## config.mk

```make
export PLATFORM = sky130hd
export DESIGN_NAME = cipher_rotor_map_and_step
export DESIGN_NICKNAME = d
export VERILOG_FILES = /design/src/crm_pkg.sv /design/src/crm_wiring.sv /design/src/crm_modunit.sv /design/src/cipher_rotor_map_and_step.sv
export VERILOG_INCLUDE_DIRS = /design/src /design/src/src
export SDC_FILE = /design/constraint.sdc
export NUM_CORES = 1
export LEC_CHECK = 0
export BUFFER_PORTS_ARGS = -buffer_cell sky130_fd_sc_hd__buf_2
export CAP_MARGIN = 20
export CORE_MARGIN = 1.5
export CORE_UTILIZATION = 50
export DETAILED_ROUTE_END_ITERATION = 16
export PLACE_DENSITY = 0.64
export SYNTH_ARGS = -nofsm -noshare
export SYNTH_HDL_FRONTEND = slang
export SYNTH_HIERARCHICAL = 1
export SYNTH_SLANG_ARGS = --single-unit
```

## constraint.sdc

```tcl
create_clock -name clk -period 4.4 [get_ports clk]
set_input_delay 0.44 -clock clk [delete_from_list [all_inputs] [get_ports clk]]
set_output_delay 0.44 -clock clk [all_outputs]
set_load 0.02 [all_outputs]
```

## src/cipher_rotor_map_and_step_assert.svh

```systemverilog
// Assertion macros used by the rotor top-level file.
`ifndef CIPHER_ROTOR_MAP_AND_STEP_ASSERT_SVH
`define CIPHER_ROTOR_MAP_AND_STEP_ASSERT_SVH

`ifndef ASSERT_OFF
// Same-cycle implication under reset.
`define CRM_ASSERT_IMP(label, clk, rst_n, ante, cons) \
    label: assert property (@(posedge clk) disable iff (!rst_n) (ante) |-> (cons)) \
        else $error("rotor assertion failed");
// Next-cycle implication under reset.
`define CRM_ASSERT_NXT(label, clk, rst_n, ante, cons) \
    label: assert property (@(posedge clk) disable iff (!rst_n) (ante) |=> (cons)) \
        else $error("rotor assertion failed");
`else
`define CRM_ASSERT_IMP(label, clk, rst_n, ante, cons)
`define CRM_ASSERT_NXT(label, clk, rst_n, ante, cons)
`endif

`endif

```

## src/crm_pkg.sv

```systemverilog
// Types and constants shared by the rotor modules.
package crm_pkg;

    typedef logic [4:0] letter_t;

    // Operation codes
    localparam logic [2:0] OP_LOAD   = 3'd0;
    localparam logic [2:0] OP_SETPOS = 3'd1;
    localparam logic [2:0] OP_STEP   = 3'd2;
    localparam logic [2:0] OP_FWD    = 3'd3;
    localparam logic [2:0] OP_BWD    = 3'd4;

    typedef enum logic
    {
        ALU_ADD,
        ALU_SUB
    } alu_op_t;

    typedef struct packed
    {
        alu_op_t op;
        letter_t a;
        letter_t b;
    } alu_req_t;

    typedef struct packed
    {
        letter_t res;
        logic    wrap;
    } alu_rsp_t;

    typedef enum logic [3:0]
    {
        ST_IDLE,
        ST_SETPOS,
        ST_STEP,
        ST_SHIFT,
        ST_FWD_READ,
        ST_FWD_SUB,
        ST_BWD_SCAN,
        ST_RESULT
    } state_t;

endpackage

```

## src/crm_wiring.sv

```systemverilog
// Wiring table memory: one write port, one registered read port.
module crm_wiring #(
    parameter int LETTERS = 26
) (
    input  logic                         clk,
    input  logic                         wr_en,
    input  logic [$clog2(LETTERS)-1:0]   wr_addr,
    input  crm_pkg::letter_t             wr_data,
    input  logic                         rd_en,
    input  logic [$clog2(LETTERS)-1:0]   rd_addr,
    output crm_pkg::letter_t             rd_data
);
    import crm_pkg::*;

    letter_t mem [LETTERS];
    letter_t rd_data_reg;

    // Write one entry
    always_ff @(posedge clk)
    begin
        if (wr_en)
        begin
            mem[wr_addr] <= wr_data;
        end
    end

    // Read one entry, data valid next cycle
    always_ff @(posedge clk)
    begin
        if (rd_en)
        begin
            rd_data_reg <= mem[rd_addr];
        end
    end

    assign rd_data = rd_data_reg;

endmodule

```

## src/crm_modunit.sv

```systemverilog
// Shared modular add/subtract unit with one conditional reduction.
module crm_modunit #(
    parameter int LETTERS = 26
) (
    input  crm_pkg::alu_req_t req,
    output crm_pkg::alu_rsp_t rsp
);
    import crm_pkg::*;

    localparam logic [5:0] L6 = 6'(LETTERS);

    logic [5:0] sum;

    // Form a + b or a + L - b, then subtract L once if it reached L
    always_comb
    begin
        case (req.op)
            ALU_SUB: sum = {1'b0, req.a} + L6 - {1'b0, req.b};
            default: sum = {1'b0, req.a} + {1'b0, req.b};
        endcase
        rsp.wrap = (sum >= L6);
        rsp.res  = rsp.wrap ? 5'(sum - L6) : sum[4:0];
    end

endmodule

```

## src/cipher_rotor_map_and_step.sv

```systemverilog
// Top level of the rotor: sequencer, position register and result register.
`include "cipher_rotor_map_and_step_assert.svh"

// One rotor of a rotor cipher with LETTERS wiring entries (2 to 32). Each input
// transfer carries one operation and yields exactly one result transfer. The
// block takes one item at a time: in_ready is high only while the sequencer is
// idle, and a finished result waits in the output register so the next item
// can be taken meanwhile. All letter arithmetic goes through one modular
// add/subtract unit, and the wiring table has a single registered read port.
// From accept, a load or an unknown code goes straight to the result state, as
// does a map with an out-of-range letter. A step passes through the step state;
// a set position stays in its state, subtracting LETTERS until the value is in range;
// a forward map passes through the shift, read and subtract states; a backward
// map shifts and then scans the table until a slot matches or every slot is
// checked. A result waits in the result state while the output register is full.
// The backward search reads one table entry per cycle through the read port.
module cipher_rotor_map_and_step #(
    parameter int LETTERS = 26
) (
    input  logic             clk,
    input  logic             rst_n,
    input  logic             in_valid,
    output logic             in_ready,
    input  logic [2:0]       operation,
    input  logic [7:0]       letter_in,
    input  logic [4:0]       entry_index,
    input  logic [4:0]       entry_value,
    input  logic [4:0]       new_position,
    output logic             out_valid,
    input  logic             out_ready,
    output crm_pkg::letter_t letter_out,
    output logic             carry,
    output logic             invalid
);
    import crm_pkg::*;

    localparam int         IW   = $clog2(LETTERS);
    localparam logic [5:0] L6   = 6'(LETTERS);
    localparam logic [7:0] L8   = 8'(LETTERS);
    localparam logic [IW-1:0] LAST = IW'(LETTERS - 1);

    state_t        state_reg, state_next;
    letter_t       pos_reg, pos_next;
    letter_t       letter_reg, letter_next;
    letter_t       acc_reg, acc_next;
    logic          bwd_reg, bwd_next;
    logic [IW-1:0] scan_idx_reg, scan_idx_next;
    logic [IW-1:0] cmp_idx_reg, cmp_idx_next;
    logic          cmp_vld_reg, cmp_vld_next;
    letter_t       res_letter_reg, res_letter_next;
    logic          res_carry_reg, res_carry_next;
    logic          res_invalid_reg, res_invalid_next;
    logic          out_valid_reg, out_valid_next;
    letter_t       out_letter_reg, out_letter_next;
    logic          out_carry_reg, out_carry_next;
    logic          out_invalid_reg, out_invalid_next;

    logic          accept;
    logic          wr_en;
    logic          rd_en;
    logic [IW-1:0] rd_addr;
    letter_t       rd_data;
    alu_req_t      alu_req;
    alu_rsp_t      alu_rsp;
    logic          found;

    assign accept = in_valid && in_ready;
    assign wr_en  = accept && (operation == OP_LOAD) &&
                    ({1'b0, entry_index} < L6) && ({1'b0, entry_value} < L6);
    assign rd_en  = (state_reg == ST_FWD_READ) || (state_reg == ST_BWD_SCAN);
    assign rd_addr = (state_reg == ST_FWD_READ) ? acc_reg[IW-1:0] : scan_idx_reg;
    assign found  = cmp_vld_reg && (rd_data == acc_reg);

    crm_wiring #(
        .LETTERS (LETTERS)
    ) u_wiring (
        .clk     (clk),
        .wr_en   (wr_en),
        .wr_addr (entry_index[IW-1:0]),
        .wr_data (entry_value),
        .rd_en   (rd_en),
        .rd_addr (rd_addr),
        .rd_data (rd_data)
    );

    crm_modunit #(
        .LETTERS (LETTERS)
    ) u_modunit (
        .req (alu_req),
        .rsp (alu_rsp)
    );

    // Steer the shared unit by state
    always_comb
    begin
        unique case (state_reg)
            ST_SETPOS:   alu_req = '{op: ALU_ADD, a: acc_reg, b: 5'd0};
            ST_STEP:     alu_req = '{op: ALU_ADD, a: pos_reg, b: 5'd1};
            ST_SHIFT:    alu_req = '{op: ALU_ADD, a: letter_reg, b: pos_reg};
            ST_FWD_SUB:  alu_req = '{op: ALU_SUB, a: rd_data, b: pos_reg};
            ST_BWD_SCAN: alu_req = '{op: ALU_SUB, a: 5'(cmp_idx_reg), b: pos_reg};
            default:     alu_req = '{op: ALU_ADD, a: 5'd0, b: 5'd0};
        endcase
    end

    // Hold state, control and position
    always_ff @(posedge clk or negedge rst_n)
    begin
        if (!rst_n)
        begin
            state_reg     <= ST_IDLE;
            pos_reg       <= '0;
            out_valid_reg <= 1'b0;
            cmp_vld_reg   <= 1'b0;
        end
        else
        begin
            state_reg     <= state_next;
            pos_reg       <= pos_next;
            out_valid_reg <= out_valid_next;
            cmp_vld_reg   <= cmp_vld_next;
        end
    end

    // Hold working values and results
    always_ff @(posedge clk)
    begin
        letter_reg      <= letter_next;
        acc_reg         <= acc_next;
        bwd_reg         <= bwd_next;
        scan_idx_reg    <= scan_idx_next;
        cmp_idx_reg     <= cmp_idx_next;
        res_letter_reg  <= res_letter_next;
        res_carry_reg   <= res_carry_next;
        res_invalid_reg <= res_invalid_next;
        out_letter_reg  <= out_letter_next;
        out_carry_reg   <= out_carry_next;
        out_invalid_reg <= out_invalid_next;
    end

    // Sequence one operation
    always_comb
    begin
        state_next       = state_reg;
        pos_next         = pos_reg;
        letter_next      = letter_reg;
        acc_next         = acc_reg;
        bwd_next         = bwd_reg;
        scan_idx_next    = scan_idx_reg;
        cmp_idx_next     = cmp_idx_reg;
        cmp_vld_next     = cmp_vld_reg;
        res_letter_next  = res_letter_reg;
        res_carry_next   = res_carry_reg;
        res_invalid_next = res_invalid_reg;
        out_valid_next   = out_valid_reg && !out_ready;
        out_letter_next  = out_letter_reg;
        out_carry_next   = out_carry_reg;
        out_invalid_next = out_invalid_reg;
        in_ready         = 1'b0;

        unique case (state_reg)
            ST_IDLE:
            begin
                in_ready = 1'b1;
                if (accept)
                begin
                    res_letter_next  = '0;
                    res_carry_next   = 1'b0;
                    res_invalid_next = 1'b0;
                    letter_next      = letter_in[4:0];
                    acc_next         = new_position;
                    bwd_next         = (operation == OP_BWD);
                    unique case (operation) inside
                        OP_SETPOS: state_next = ST_SETPOS;
                        OP_STEP:   state_next = ST_STEP;
                        OP_FWD, OP_BWD:
                        begin
                            if (letter_in >= L8)
                            begin
                                res_invalid_next = 1'b1;
                                state_next       = ST_RESULT;
                            end
                            else
                            begin
                                state_next = ST_SHIFT;
                            end
                        end
                        default:   state_next = ST_RESULT;
                    endcase
                end
            end

            ST_SETPOS:
            begin
                // Subtract LETTERS until the value is in range
                if (alu_rsp.wrap)
                begin
                    acc_next = alu_rsp.res;
                end
                else
                begin
                    pos_next   = acc_reg;
                    state_next = ST_RESULT;
                end
            end

            ST_STEP:
            begin
                pos_next       = alu_rsp.res;
                res_carry_next = alu_rsp.wrap;
                state_next     = ST_RESULT;
            end

            ST_SHIFT:
            begin
                acc_next      = alu_rsp.res;
                scan_idx_next = '0;
                cmp_vld_next  = 1'b0;
                state_next    = bwd_reg ? ST_BWD_SCAN : ST_FWD_READ;
            end

            ST_FWD_READ:
            begin
                state_next = ST_FWD_SUB;
            end

            ST_FWD_SUB:
            begin
                res_letter_next = alu_rsp.res;
                state_next      = ST_RESULT;
            end

            ST_BWD_SCAN:
            begin
                // Compare the entry read last cycle, issue the next read
                if (found)
                begin
                    res_letter_next = alu_rsp.res;
                    cmp_vld_next    = 1'b0;
                    state_next      = ST_RESULT;
                end
                else if (cmp_vld_reg && (cmp_idx_reg == LAST))
                begin
                    res_invalid_next = 1'b1;
                    cmp_vld_next     = 1'b0;
                    state_next       = ST_RESULT;
                end
                else
                begin
                    cmp_vld_next = 1'b1;
                    cmp_idx_next = scan_idx_reg;
                    if (scan_idx_reg != LAST)
                    begin
                        scan_idx_next = scan_idx_reg + 1'b1;
                    end
                end
            end

            ST_RESULT:
            begin
                // Move the result into the output register once it is free
                if (!out_valid_reg || out_ready)
                begin
                    out_valid_next   = 1'b1;
                    out_letter_next  = res_letter_reg;
                    out_carry_next   = res_carry_reg;
                    out_invalid_next = res_invalid_reg;
                    state_next       = ST_IDLE;
                end
            end

            default:
            begin
                state_next = ST_IDLE;
            end
        endcase
    end

    assign out_valid  = out_valid_reg;
    assign letter_out = out_letter_reg;
    assign carry      = out_carry_reg;
    assign invalid    = out_invalid_reg;

    `CRM_ASSERT_IMP(a_pos_range, clk, rst_n, 1'b1, {1'b0, pos_reg} < L6)
    `CRM_ASSERT_NXT(a_busy_after_accept, clk, rst_n, accept, !in_ready)
    `CRM_ASSERT_IMP(a_cmp_idx_range, clk, rst_n, cmp_vld_reg,
                    {{(6-IW){1'b0}}, cmp_idx_reg} < L6)
    `CRM_ASSERT_IMP(a_invalid_zero, clk, rst_n, out_valid && invalid,
                    (letter_out == 5'd0) && !carry)
    `CRM_ASSERT_NXT(a_result_holds, clk, rst_n,
                    (state_reg == ST_RESULT) && out_valid_reg && !out_ready,
                    state_reg == ST_RESULT)

endmodule
```

After elaboration in Yosys (flattened, before gate mapping). Memory sizes are Yosys's and may differ from the RTL's. A register that Yosys moved wholly into a read port is not among the register bits. Cells that the tools add are included.

Word-level logic and storage cells: 123. RAM bits: 130. Bits of input ports: 30. Output and inout bits: 9. Bits in registers: 46. Memories kept: 1.

Memories: u_wiring.mem (words 26, width 5, rd ports 1, clocked after Yosys merged registers in 1, wr ports 1, line crm_wiring.sv:15) `letter_t mem [LETTERS];`.

Add/sub/neg operators: 5. Equality and inequality tests: 24. Multiplexer cells: 41. Magnitude comparators: 4. Bitwise operators: 2. Reduce and logical (&&, ||, !) cells: 31.

Operators by type and width (number): $pmux 11 s5 (1); $mux 5 (10); $pmux 5 s3 (2); $pmux 4 s7 (1); $mux 4 (5); $pmux 5 s2 (2); $eq 4x3->1 const B (4); $ne 2x2->1 const B (7); $mux 1 (13); $reduce_and 4->1 (3); $lt 5x5->1 const B (2); $pmux 3 s3 (1); $reduce_and 3->1 (3); $eq 4x2->1 const B (2); $ge 8x5->1 const B (1); $reduce_and 2->1 (4); $reduce_bool 2->1 (4); $logic_and 1x1->1 (7); $add 5x5->6 (1); $add 5x5->6 const B (1); $eq 3x2->1 const B (2); $ge 6x5->1 const B (1); $mux 6 (1); $pmux 1 s2 (3); 20 further kinds (26).

Depth between registers and ports, before layout. Gate-level depths: netlist of run 1.

Word-level depth: 9. Gate-level depth with buffers: 20.

Modules after synthesis. The synthesis of run 1 kept the hierarchy.

Modules (own cells, without submodules): crm_wiring (area each 5416.4 um^2, cells an instance 314, times used 1); cipher_rotor_map_and_step (area each 2402.3 um^2, cells an instance 226, times used 1); crm_modunit (area each 574.3 um^2, cells an instance 70, times used 1).

Least setup slack after synthesis of run 1. Ideal clock, no wire load.

Kind: register -> register. Start: reg state_reg[0]. End: reg acc_reg[0], enable pin. Library setup time: 0.351 ns. Setup slack: 0.498 ns. Buffers on the path: 2. Data required time: 4.049 ns. Stages on the path, launching flop included: 15. Arrival time: 3.551 ns. Path through: dfrtp_1 -> buf_6 -> buf_2 -> nor2b_1 -> a21oi_1 -> o22ai_1 -> ha_1 -> ha_1 -> a21o_1 -> a21oi_1 -> xnor2_1 -> mux2i_4 -> o31ai_2 -> o21ai_0 -> a21oi_1.

RTL lines: start: declaration (line cipher_rotor_map_and_step.sv:42) `state_t state_reg, state_next;`; start signal: assignment (line cipher_rotor_map_and_step.sv:118) `state_reg <= state_next;`; end signal: assignment (line cipher_rotor_map_and_step.sv:129) `acc_reg <= acc_next;`; end: declaration (line cipher_rotor_map_and_step.sv:45) `letter_t acc_reg, acc_next;`.

==> run summary, run 1 <==
OUTCOME
----------------------------------------------------------------------------------
Outcome                                                                  completed

FLOORPLAN
----------------------------------------------------------------------------------
IO Count                                                                        39
Core footprint                                                         16500 sq um
Die footprint                                                          17600 sq um
Die outline height                                                     133 microns
Die Span X                                                             133 microns
Number of standard-cell rows in the floorplan                                   47
Starting Density                                                             0.510

TIMING
----------------------------------------------------------------------------------
Headroom to the max-slew limit                                               0.314
Final clock period utilization by the worst path                             0.941
Slew at the pin closest to its max-slew limit                              1030 ps
Max Transition Viols Final                                                       0
Total negative slack                                                          0 ps
Final setup violation count                                                      0
Max Fclk                                                                   241 MHz
Endpoints failing hold                                                           0
Min cycle time layout                                                      4140 ps
Unrepaired setup endpoints after global routing                               true
Clock tree skew after final layout                                         7.20 ps

POWER
----------------------------------------------------------------------------------
Largest vdd supply drop                                                   0.452 mV
Portion of total power attributed to the clock network                       0.201
Sequential fraction of design power                                          0.316
Cell internal pwr                                                          4.53 mW
Lkg Pwr                                                                    3.36 nW
Comb power frac                                                              0.483
Switching Fraction                                                           0.391
Power per cell area                                                    787 nW/um^2
Power dissipated by switching net loads                                    2.91 mW

GLOBAL ROUTE
----------------------------------------------------------------------------------
Global route overflow                                                            0
Number of antenna violations at the first check in global routing                1
Largest net degree at the start of global routing                               35
Vias in the first global route                                                5134
First-pass GRT wire length                                            27100 microns
All-Layer GR Usage                                                           0.206

FINISH
----------------------------------------------------------------------------------
Register area                                                           5360 sq um
Share of final-layout standard cells stronger than drive strength 1          0.167
Register bank with the most flops                                     u_wiring/mem
Filler-free cell count of the finished design                                  889
Multi-input gate area in the final layout                               2850 sq um
Area added between synthesis and finish                                      12.6%
Antenna diodes                                                                   0
Largest register FFs                                                           130
Fillers                                                                       1323
Final net count                                                                706

LOGIC SYNTHESIS
----------------------------------------------------------------------------------
Number of flops mapped to enable cells by yosys                                170
Most common cell in the synthesized netlist                               edfxtp_1
Fraction of registers with async set/reset                                  0.0556
Library cells used by synthesis                                                 61
Number of standard cells after synthesis                                       610
Cell taking the most area after synthesis                                 edfxtp_1
Total of warnings raised by yosys                                                6
Synthesized netlist net count                                                  659
List of most frequent post-synthesis cells                            edfxtp_1, mux2i_1, nor2_1
Sequential cell area fraction in the yosys report                            0.638
Post-Syn Area per Cell                                                  13.8 sq um
Area share of the largest cell type after synthesis                          0.608
Cell area after synthesis                                               8390 sq um
Top post-synthesis cells by area                                      edfxtp_1, mux2i_1, dfrtp_1
Flip-flop and latch count after synthesis                                      180
Primary flip-flop cell chosen by synthesis mapping                        edfxtp_1

CLOCKING
----------------------------------------------------------------------------------
Post-CTS setup buffer count                                                      0
Clock transition at path regs                                                60 ps
# clock sinks                                                                  180
Root Driver                                                              clkbuf_16
Number of buffers on the longest clock path                                      2
TritonCTS clock tree                                                         built
Cts bufs inserted                                                               17
H-tree Lvls                                                                      4
Clock insertion delay at the later pin of the skew report                   430 ps

WORST HOLD PATH
----------------------------------------------------------------------------------
Class of the tightest hold or removal check                                 in2reg

WORST SETUP PATH
----------------------------------------------------------------------------------
Top fanout value on the critical path                                           13
Critical Path Sink Type                                                  flip-flop
Required time at the worst-slack endpoint                                  4740 ps
Worst setup path category                                                  reg2reg
Crit path DAT                                                              4490 ps
Type of element launching the critical path                              flip-flop

DETAILED ROUTING
----------------------------------------------------------------------------------
Routed Wire Length                                                    17200 microns
Vias per Instance                                                             5.70
Routed WL per cell                                                    19.4 microns
Number of nets with antenna violations after routing                             0
Via Count                                                                     5064
Drt pass-1 iters                                                                 5
Post-route DRC violation count                                                   0
Detailed router's first-iteration violation count                              413

PLACEMENT
----------------------------------------------------------------------------------
Final HPWL DP                                                         12100 microns
Port-buffer cells                                                               38
Inst Count DP                                                                  857
Final weighted congestion of routability-driven global placement             0.922

JOB
----------------------------------------------------------------------------------
Max-Cap Viols                                                                    0

## worst paths after layout
| kind | startpoint | end | slack (ps) | depth (start not counted) |
|---|---|---|---|---|
| setup / recovery | state_reg[1] | pos_reg[0] | 260 | 17 |
| hold / removal | letter_in[0] | letter_reg[0] | 200 | 1 |
| setup reg to reg | state_reg[1] | pos_reg[0] | 260 | 17 |
| hold reg to reg | res_letter_reg[0] | letter_out[0] | 420 | 0 |
| max in group asynchronous | rst_n | state_reg[1] | 3730 | 2 |
| min in group asynchronous | rst_n | pos_reg[3] | 420 | 2 |
## per-layer routing
layer | GRT usage | wire length (microns) | share of wire | vias up
li1 | - | - | - | 2388
met1 | 0.251 | 7070 | 0.41 | 2468
met2 | 0.346 | 8700 | 0.51 | 166
met3 | 0.0552 | 867 | 0.050 | 42
met4 | 0.0952 | 586 | 0.034 | 0
met5 | 0 | 0 | 0 | -
## cell families after synthesis
family,after synthesis,share of synthesized area
multiplexers,78,0.113
AO/OA/AOI/OAI,87,0.0678
AND/OR/NAND/NOR,187,0.111
flip-flops,180,0.638
adder cells (fa/ha/maj),20,0.0313
XOR/XNOR,14,0.0146
buffers and inverters,44,0.0249
## what timing repair did
item / in CTS / in global routing
setup endpoints to repair: 0 / 13
hold endpoints to repair: 10 / 0
gates resized for setup: 0 / 8
hold buffers: 1 / 0
## stage by stage
stage	hold WS, ps	worst slack, ps	util	area, sq um	total power, mW
2_1_floorplan	144	498	-	8390	5.03
3_3_place_gp	333	284	0.536	8830	5.82
3_5_place_dp	340	179	0.536	8830	5.89
4_1_cts	179	150	0.572	9420	7.40
5_1_grt	172	-21.4	0.574	9450	7.94
6_report	199	257	0.574	9450	7.43
## cell usage in the layout (no fill, tap or decap), types with 4 or more instances in the layout
cell and instances:
mux2_2 10, nand3_1 23, clkbuf_16 17, o211ai_1 11, nand2b_1 9, nand2_1 48, nand4_1 7, a21oi_1 31
nor3_1 4, edfxtp_1 170, xnor2_1 10, ha_1 17, dfrtp_1 8, mux2i_1 57, nor2_1 52, and2_1 14
nand3b_1 5, mux4_1 4, buf_4 10, inv_1 21, or3b_1 4, nor2b_1 6, mux4_2 6, buf_2 38
a22oi_1 7, xor2_1 4, o21ai_0 11
## worst max-delay path, cell delays in order (launching register included)
cell and delay, ps:
dfrtp_2 490, or2b_4 310, a21boi_2 160, nand2b_1 160, and2_1 170, inv_1 50
ha_1 320, buf_4 170, fa_1 460, a21o_1 180, a21oi_1 160, xor2_1 160
a22o_1 240, o31ai_4 140, or3b_4 430, a21oi_4 250, nor2_1 70, a21oi_1 130
## area by class of cell
cell class / count / area share
sequential: 180 / 0.567
tap: 220 / 0.0291
multi-input combinational: 386 / 0.302
clock inverter: 12 / 0.0155
inverter: 21 / 0.00834
timing repair buffer: 51 / 0.0325
clock buffer: 19 / 0.0458
## power groups by stage
| stage | clock (mW) | sequential (mW) | combinational [mW] |
|---|---|---|---|
| global route | 1.59 | 2.37 | 3.98 |
| floorplan | 0 | 2.33 | 2.71 |
| finish | 1.49 | 2.35 | 3.59 |
| detailed placement | 0 | 2.38 | 3.52 |
| CTS | 1.52 | 2.34 | 3.54 |
| global placement | 0 | 2.37 | 3.45 |
Power figures use the tool's default switching activity.
==> run 2, diff against run 1 <==
GPL_ROUTABILITY_DRIVEN = 0   (was default)
PLACE_DENSITY = 0.67   (was 0.64)
==> run summary, run 2 (synthesis results as in run 1) <==
POWER
----------------------------------------------------------------------------------
Switching Fraction                                                           0.390   -0.000599
Comb power frac                                                              0.477   -0.006
PnR Total Power                                                            7.56 mW   +1.7%
Largest vdd supply drop                                                   0.655 mV   +45%
Cell internal pwr                                                          4.61 mW   +1.8%
Portion of total power attributed to the clock network                       0.209   +0.008
Sequential fraction of design power                                          0.314   -0.002
Lkg Pwr                                                                    3.39 nW   +0.95%
Power dissipated by switching net loads                                    2.95 mW   +1.6%
Power per cell area                                                    797 nW/um^2   +1.2%

FLOORPLAN
----------------------------------------------------------------------------------
Die Span X                                                             133 microns   unchanged
Die footprint                                                          17600 sq um   unchanged
Number of standard-cell rows in the floorplan                                   47   unchanged
IO Count                                                                        39   unchanged
Die outline height                                                     133 microns   unchanged
Starting Density                                                             0.510   unchanged
Core footprint                                                         16500 sq um   unchanged

GLOBAL ROUTE
----------------------------------------------------------------------------------
Vias in the first global route                                                5187   +1.0%
All-Layer GR Usage                                                           0.212   +0.00588
Number of antenna violations at the first check in global routing                0   -1
Largest net degree at the start of global routing                               34   -2.9%
First-pass GRT wire length                                            28200 microns   +4.0%
Global route overflow                                                            0   unchanged

CLOCKING
----------------------------------------------------------------------------------
H-tree Lvls                                                                      4   unchanged
Clock insertion delay at the later pin of the skew report                   430 ps   about the same
Cts bufs inserted                                                               17   unchanged
TritonCTS clock tree                                                         built
Root Driver                                                              clkbuf_16
Clock transition at path regs                                                70 ps   about the same
# clock sinks                                                                  180   unchanged
Number of buffers on the longest clock path                                      2   unchanged
Post-CTS setup buffer count                                                      0   unchanged

PLACEMENT
----------------------------------------------------------------------------------
Worst Setup Slack post-DPL                                                  129 ps   -50.1 ps
Port-buffer cells                                                               38   unchanged
Final HPWL DP                                                         12500 microns   +2.8%

FINISH
----------------------------------------------------------------------------------
Antenna diodes                                                                   0   unchanged
Core occupancy in the finished layout                                        0.576   +0.00266
Area added between synthesis and finish                                      13.1%
Final net count                                                                710   +0.57%
Register bank with the most flops                                     u_wiring/mem
Fillers                                                                       1255   -5.1%
Share of final-layout standard cells stronger than drive strength 1          0.172   +0.00469
Most common library cell in the layout ignoring fill and taps             edfxtp_1
Leading cell types in the layout, fill and taps excluded              edfxtp_1, mux2i_1, nor2_1, nand2_1, buf_2
Largest register FFs                                                           130   unchanged

WORST SETUP PATH
----------------------------------------------------------------------------------
Worst path buffer plus inverter count                                            2   unchanged
Origin of the worst setup path                                        state_reg[0]
Type of element launching the critical path                              flip-flop
Critical-path cell with the highest stage delay                            dfrtp_2
Top fanout value on the critical path                                           13   unchanged
Launch point of the worst reg-to-reg path                             state_reg[0]
Reg2Reg Depth                                                                   18   +1
Required time at the worst-slack endpoint                                  4750 ps   about the same
Longest individual stage delay on the worst path                            500 ps   about the same
Critical Path Sink Type                                                  flip-flop
Crit path DAT                                                              4500 ps   about the same
Crit path max-delay family                                            compound AO/OA/AOI/OAI gates
Critical path cell sequence                                           buf_4, nor2b_1, nand2_1, nand2b_1, and2_1, ha_1, inv_1, ha_1, fa_1, a21o_1, a21oi_1, xor2_1, a22o_1, o31ai_2, or3b_4, a21oi_4, nor2_1, a21oi_1
Worst setup path category                                                  reg2reg
CP Depth                                                                        18   +1

DETAILED ROUTING
----------------------------------------------------------------------------------
Routed WL per cell                                                    20.0 microns   +3.5%
Routed Wire Length                                                    17900 microns   +4.0%
Post-route DRC violation count                                                   0   unchanged
Detailed router's first-iteration violation count                              406   -1.7%
Drt pass-1 iters                                                                 5   unchanged
Number of nets with antenna violations after routing                             0   unchanged
Via Count                                                                     5132   +1.3%
Vias per Instance                                                             5.74   +0.78%

WORST HOLD PATH
----------------------------------------------------------------------------------
Class of the tightest hold or removal check                                 in2reg
Worst hold path stage count                                                      1   unchanged
Launch point of the worst hold path                                   letter_in[0]

TIMING
----------------------------------------------------------------------------------
Clock tree skew after final layout                                         10.3 ps   +3.08 ps
Min cycle time layout                                                      4150 ps   +11.8 ps
Endpoints failing hold                                                           0   unchanged
Minimum setup slack in the final design                                     246 ps   -11.8 ps
Final clock period utilization by the worst path                             0.944   +0.00269
Slew at the pin closest to its max-slew limit                               805 ps   -223 ps
Unrepaired setup endpoints after global routing                              false
Max Fclk                                                                   241 MHz   -0.28%
Headroom to the max-slew limit                                               0.458   +0.143
Max Transition Viols Final                                                       0   unchanged
Total negative slack                                                          0 ps   unchanged
Final Hold Slack                                                            195 ps   -4.41 ps
Final setup violation count                                                      0   unchanged

OUTCOME
----------------------------------------------------------------------------------
Outcome                                                                  completed

JOB
----------------------------------------------------------------------------------
Max-Cap Viols                                                                    0   unchanged

==> run 2: changes by cell type in the layout (fill, tap and decap cells not counted), sizes merged <==
cell    change
inv         +2
bufinv      +1
clkbuf      -1
clkinv      -1
buf         +4
==> run 2: final cells by class <==
| type | instances | area, sq um | area share |
|---|---|---|---|
| clock inverters | 14 | 189 | 0.0199 |
| multi-input cells | 386 | 2840 | 0.299 |
| inverters | 21 | 78.8 | 0.00831 |
| well taps | 220 | 275 | 0.0290 |
| flip-flops and latches | 180 | 5360 | 0.565 |
| clock buffers | 18 | 429 | 0.0452 |
| repair buffers | 55 | 320 | 0.0338 |
==> run 2: final timing paths <==
kind / end / slack [ps]
worst min register to register: letter_out[0] / 420
max in group asynchronous: state_reg[1] / 3740
min in group asynchronous: out_valid / 420
worst min-delay path: letter_reg[0] / 190
worst max register to register: pos_reg[4] / 250
worst max-delay path: pos_reg[4] / 250
==> run 2: repair_timing <==
item	CTS	global route
hold endpoints to repair	10	0
hold buffers	1	0
gates resized for setup	0	6
setup endpoints to repair	0	13
==> run 2: worst register-to-register path: stages, from the launching register on <==
cell	delay (ps)
dfrtp_2	500
buf_4	200
nor2b_1	140
nand2_1	110
nand2b_1	100
and2_1	210
ha_1	320
inv_1	50
ha_1	220
fa_1	400
a21o_1	170
a21oi_1	180
xor2_1	180
a22o_1	230
o31ai_2	150
or3b_4	440
a21oi_4	270
nor2_1	80
a21oi_1	130
==> run 2: power groups by stage <==
| stage | Clock [mW] | Sequential (mW) | Combinational (mW) |
|---|---|---|---|
| after floorplan | 0 | 2.33 | 2.71 |
| after global placement | 0 | 2.39 | 3.48 |
| after detailed placement | 0 | 2.39 | 3.57 |
| after CTS | 1.61 | 2.36 | 3.60 |
| after global routing | 1.67 | 2.39 | 3.96 |
| final | 1.58 | 2.37 | 3.61 |
==> run 2: per-layer routing <==
metal  global-route usage  share of wire
met1                0.264           0.42
met2                0.367           0.50
met3               0.0418          0.047
met4               0.0824          0.029
met5                    0              0
==> run 2: stage by stage <==
stage | cells | cell area [sq um]
after CTS | 894 | 9480
after global routing | 894 | 9490
after floorplan | 610 | 8390
after detailed placement | 861 | 8850
after global placement | 861 | 8850
final | 894 | 9490
==> run 3, diff against run 2 <==
REMOVE_ABC_BUFFERS = 1   (was default)
==> run summary, run 3 (synthesis results as in run 1) <==
OUTCOME
----------------------------------------------------------------------------------
Outcome                                                                  completed

GLOBAL ROUTE
----------------------------------------------------------------------------------
First-pass GRT wire length                                            26900 microns   -4.5%
Vias in the first global route                                                5033   -3.0%
Largest net degree at the start of global routing                               35   +2.9%
All-Layer GR Usage                                                           0.204   -0.00800
Number of antenna violations at the first check in global routing                0   unchanged
Global route overflow                                                            0   unchanged

FINISH
----------------------------------------------------------------------------------
Most common library cell in the layout ignoring fill and taps             edfxtp_1
Final net count                                                                710   unchanged
Register bank with the most flops                                     u_wiring/mem
Leading cell types in the layout, fill and taps excluded              edfxtp_1, mux2i_1, nor2_1, nand2_1, buf_2
Antenna diodes                                                                   0   unchanged
Filler-free cell count of the finished design                                  893   -0.11%
Share of final-layout standard cells stronger than drive strength 1          0.166   -0.00569
Area added between synthesis and finish                                      12.8%
Largest register FFs                                                           130   unchanged

TIMING
----------------------------------------------------------------------------------
Total negative slack                                                          0 ps   unchanged
Max Fclk                                                                   240 MHz   -0.17%
Slew at the pin closest to its max-slew limit                               985 ps   +180 ps
Final setup violation count                                                      0   unchanged
Max Transition Viols Final                                                       0   unchanged
Min cycle time layout                                                      4160 ps   +6.92 ps
Final clock period utilization by the worst path                             0.946   +0.00157
Headroom to the max-slew limit                                               0.343   -0.114
Clock tree skew after final layout                                         7.15 ps   -3.13 ps
Unrepaired setup endpoints after global routing                              false
Endpoints failing hold                                                           0   unchanged

FLOORPLAN
----------------------------------------------------------------------------------
Die Span X                                                             133 microns   unchanged
Starting Density                                                             0.510   unchanged
Die footprint                                                          17600 sq um   unchanged
Number of standard-cell rows in the floorplan                                   47   unchanged
Core footprint                                                         16500 sq um   unchanged
Die outline height                                                     133 microns   unchanged
IO Count                                                                        39   unchanged

POWER
----------------------------------------------------------------------------------
PnR Total Power                                                            7.54 mW   -0.31%
Power per cell area                                                    796 nW/um^2   about the same
Lkg Pwr                                                                    3.38 nW   -0.34%
Largest vdd supply drop                                                   0.602 mV   -8.1%

WORST SETUP PATH
----------------------------------------------------------------------------------
Critical Path Sink Type                                                  flip-flop
Register-to-register setup slack                                            240 ps   about the same
Required time at the worst-slack endpoint                                  4760 ps   about the same
Top fanout value on the critical path                                            9   -4
Worst setup path category                                                  reg2reg
Crit path DAT                                                              4520 ps   +20 ps
Type of element launching the critical path                              flip-flop

DETAILED ROUTING
----------------------------------------------------------------------------------
Drt pass-1 iters                                                                 5   unchanged
Vias per Instance                                                             5.66   -1.4%
Post-route DRC violation count                                                   0   unchanged
Detailed router's first-iteration violation count                              459   +13%
Via Count                                                                     5057   -1.5%
Routed Wire Length                                                    17300 microns   -3.6%
Number of nets with antenna violations after routing                             0   unchanged
Routed WL per cell                                                    19.3 microns   -3.5%

PLACEMENT
----------------------------------------------------------------------------------
Port-buffer cells                                                               38   unchanged
Final HPWL DP                                                         12200 microns   -2.3%
Inst Count DP                                                                  860   -0.12%

CLOCKING
----------------------------------------------------------------------------------
# clock sinks                                                                  180   unchanged
Root Driver                                                              clkbuf_16
Number of buffers on the longest clock path                                      2   unchanged
Clock transition at path regs                                                70 ps   about the same
Post-CTS setup buffer count                                                      0   unchanged
Clock insertion delay at the later pin of the skew report                   430 ps   about the same
TritonCTS clock tree                                                         built
H-tree Lvls                                                                      4   unchanged
Cts bufs inserted                                                               17   unchanged

JOB
----------------------------------------------------------------------------------
Max-Cap Viols                                                                    0   unchanged

WORST HOLD PATH
----------------------------------------------------------------------------------
Class of the tightest hold or removal check                                 in2reg

run 3: changes by cell type in the layout (fill, tap and decap cells not counted), sizes merged:
cell,before,now
clkinv,2,3
inv,28,27
clkinvlp,2,1
buf,54,53
a21oi,33,34
run 3: per-layer routing:
metal	GRT usage	vias up	routed length [microns]
met3	0.0391	26	653
met2	0.344	119	8630
met4	0.0745	0	331
li1	-	2386	-
met1	0.266	2526	7650
met5	0	-	0
run 3: area by class of cell:
class	instances	area [sq um]
Clock buffer	18	429
Clock inverter	13	173
Fill cell	1322	7000
Inverter	21	78.8
Multi-Input combinational cell	387	2840
Sequential cell	180	5360
Tap cell	220	275
Timing Repair Buffer	54	313
run 3: timing repair:
item,CTS,global route
hold buffers,1,0
hold endpoints to repair,10,0
endpoints found under the setup margin,0,5
resized for setup,0,2
run 3: through the flow:
stage / cell area, sq um / hold slack [ps] / worst slack, ps / utilization
2_1_floorplan: 8260 / 144 / 72.4 / -
3_3_place_gp: 8840 / 331 / 414 / 0.537
3_5_place_dp: 8840 / 331 / 278 / 0.537
4_1_cts: 9450 / 174 / 239 / 0.574
5_1_grt: 9470 / 185 / 7.25 / 0.575
6_report: 9470 / 189 / 239 / 0.575
run 3: final timing paths:
| kind | start | to | cells past startpoint |
|---|---|---|---|
| hold reg to reg | res_letter_reg[3] | letter_out[3] | 0 |
| setup reg to reg | state_reg[0] | pos_reg[2] | 18 |
| setup / recovery | state_reg[0] | pos_reg[2] | 18 |
| hold / removal | letter_in[0] | letter_reg[0] | 1 |
| min in group asynchronous | rst_n | out_valid | 2 |
| max in group asynchronous | rst_n | state_reg[1] | 2 |
run 3: worst max-delay path, cell delays in order (launching register included):
cell and delay (ps):
dfrtp_1 520, buf_4 210, nand2b_1 150, a21boi_2 70, nand2b_1 170, and2_1 200, ha_1 300, inv_1 50
ha_1 220, fa_1 420, a21o_1 180, a21oi_1 180, xor2_1 190, a22o_1 230, o31ai_2 160, or3b_4 440
a21oi_2 240, nor2_1 60, a21oi_1 110
run 3: power breakdown:
| group | leakage [nW] | total, mW | switching [mW] | internal [mW] |
|---|---|---|---|---|
| Clock | 0.293 | 1.56 | 0.658 | 0.903 |
| Combinational | 1.43 | 3.61 | 2.09 | 1.52 |
| Sequential | 1.65 | 2.36 | 0.190 | 2.17 |
| Total | 3.38 | 7.54 | 2.94 | 4.60 |
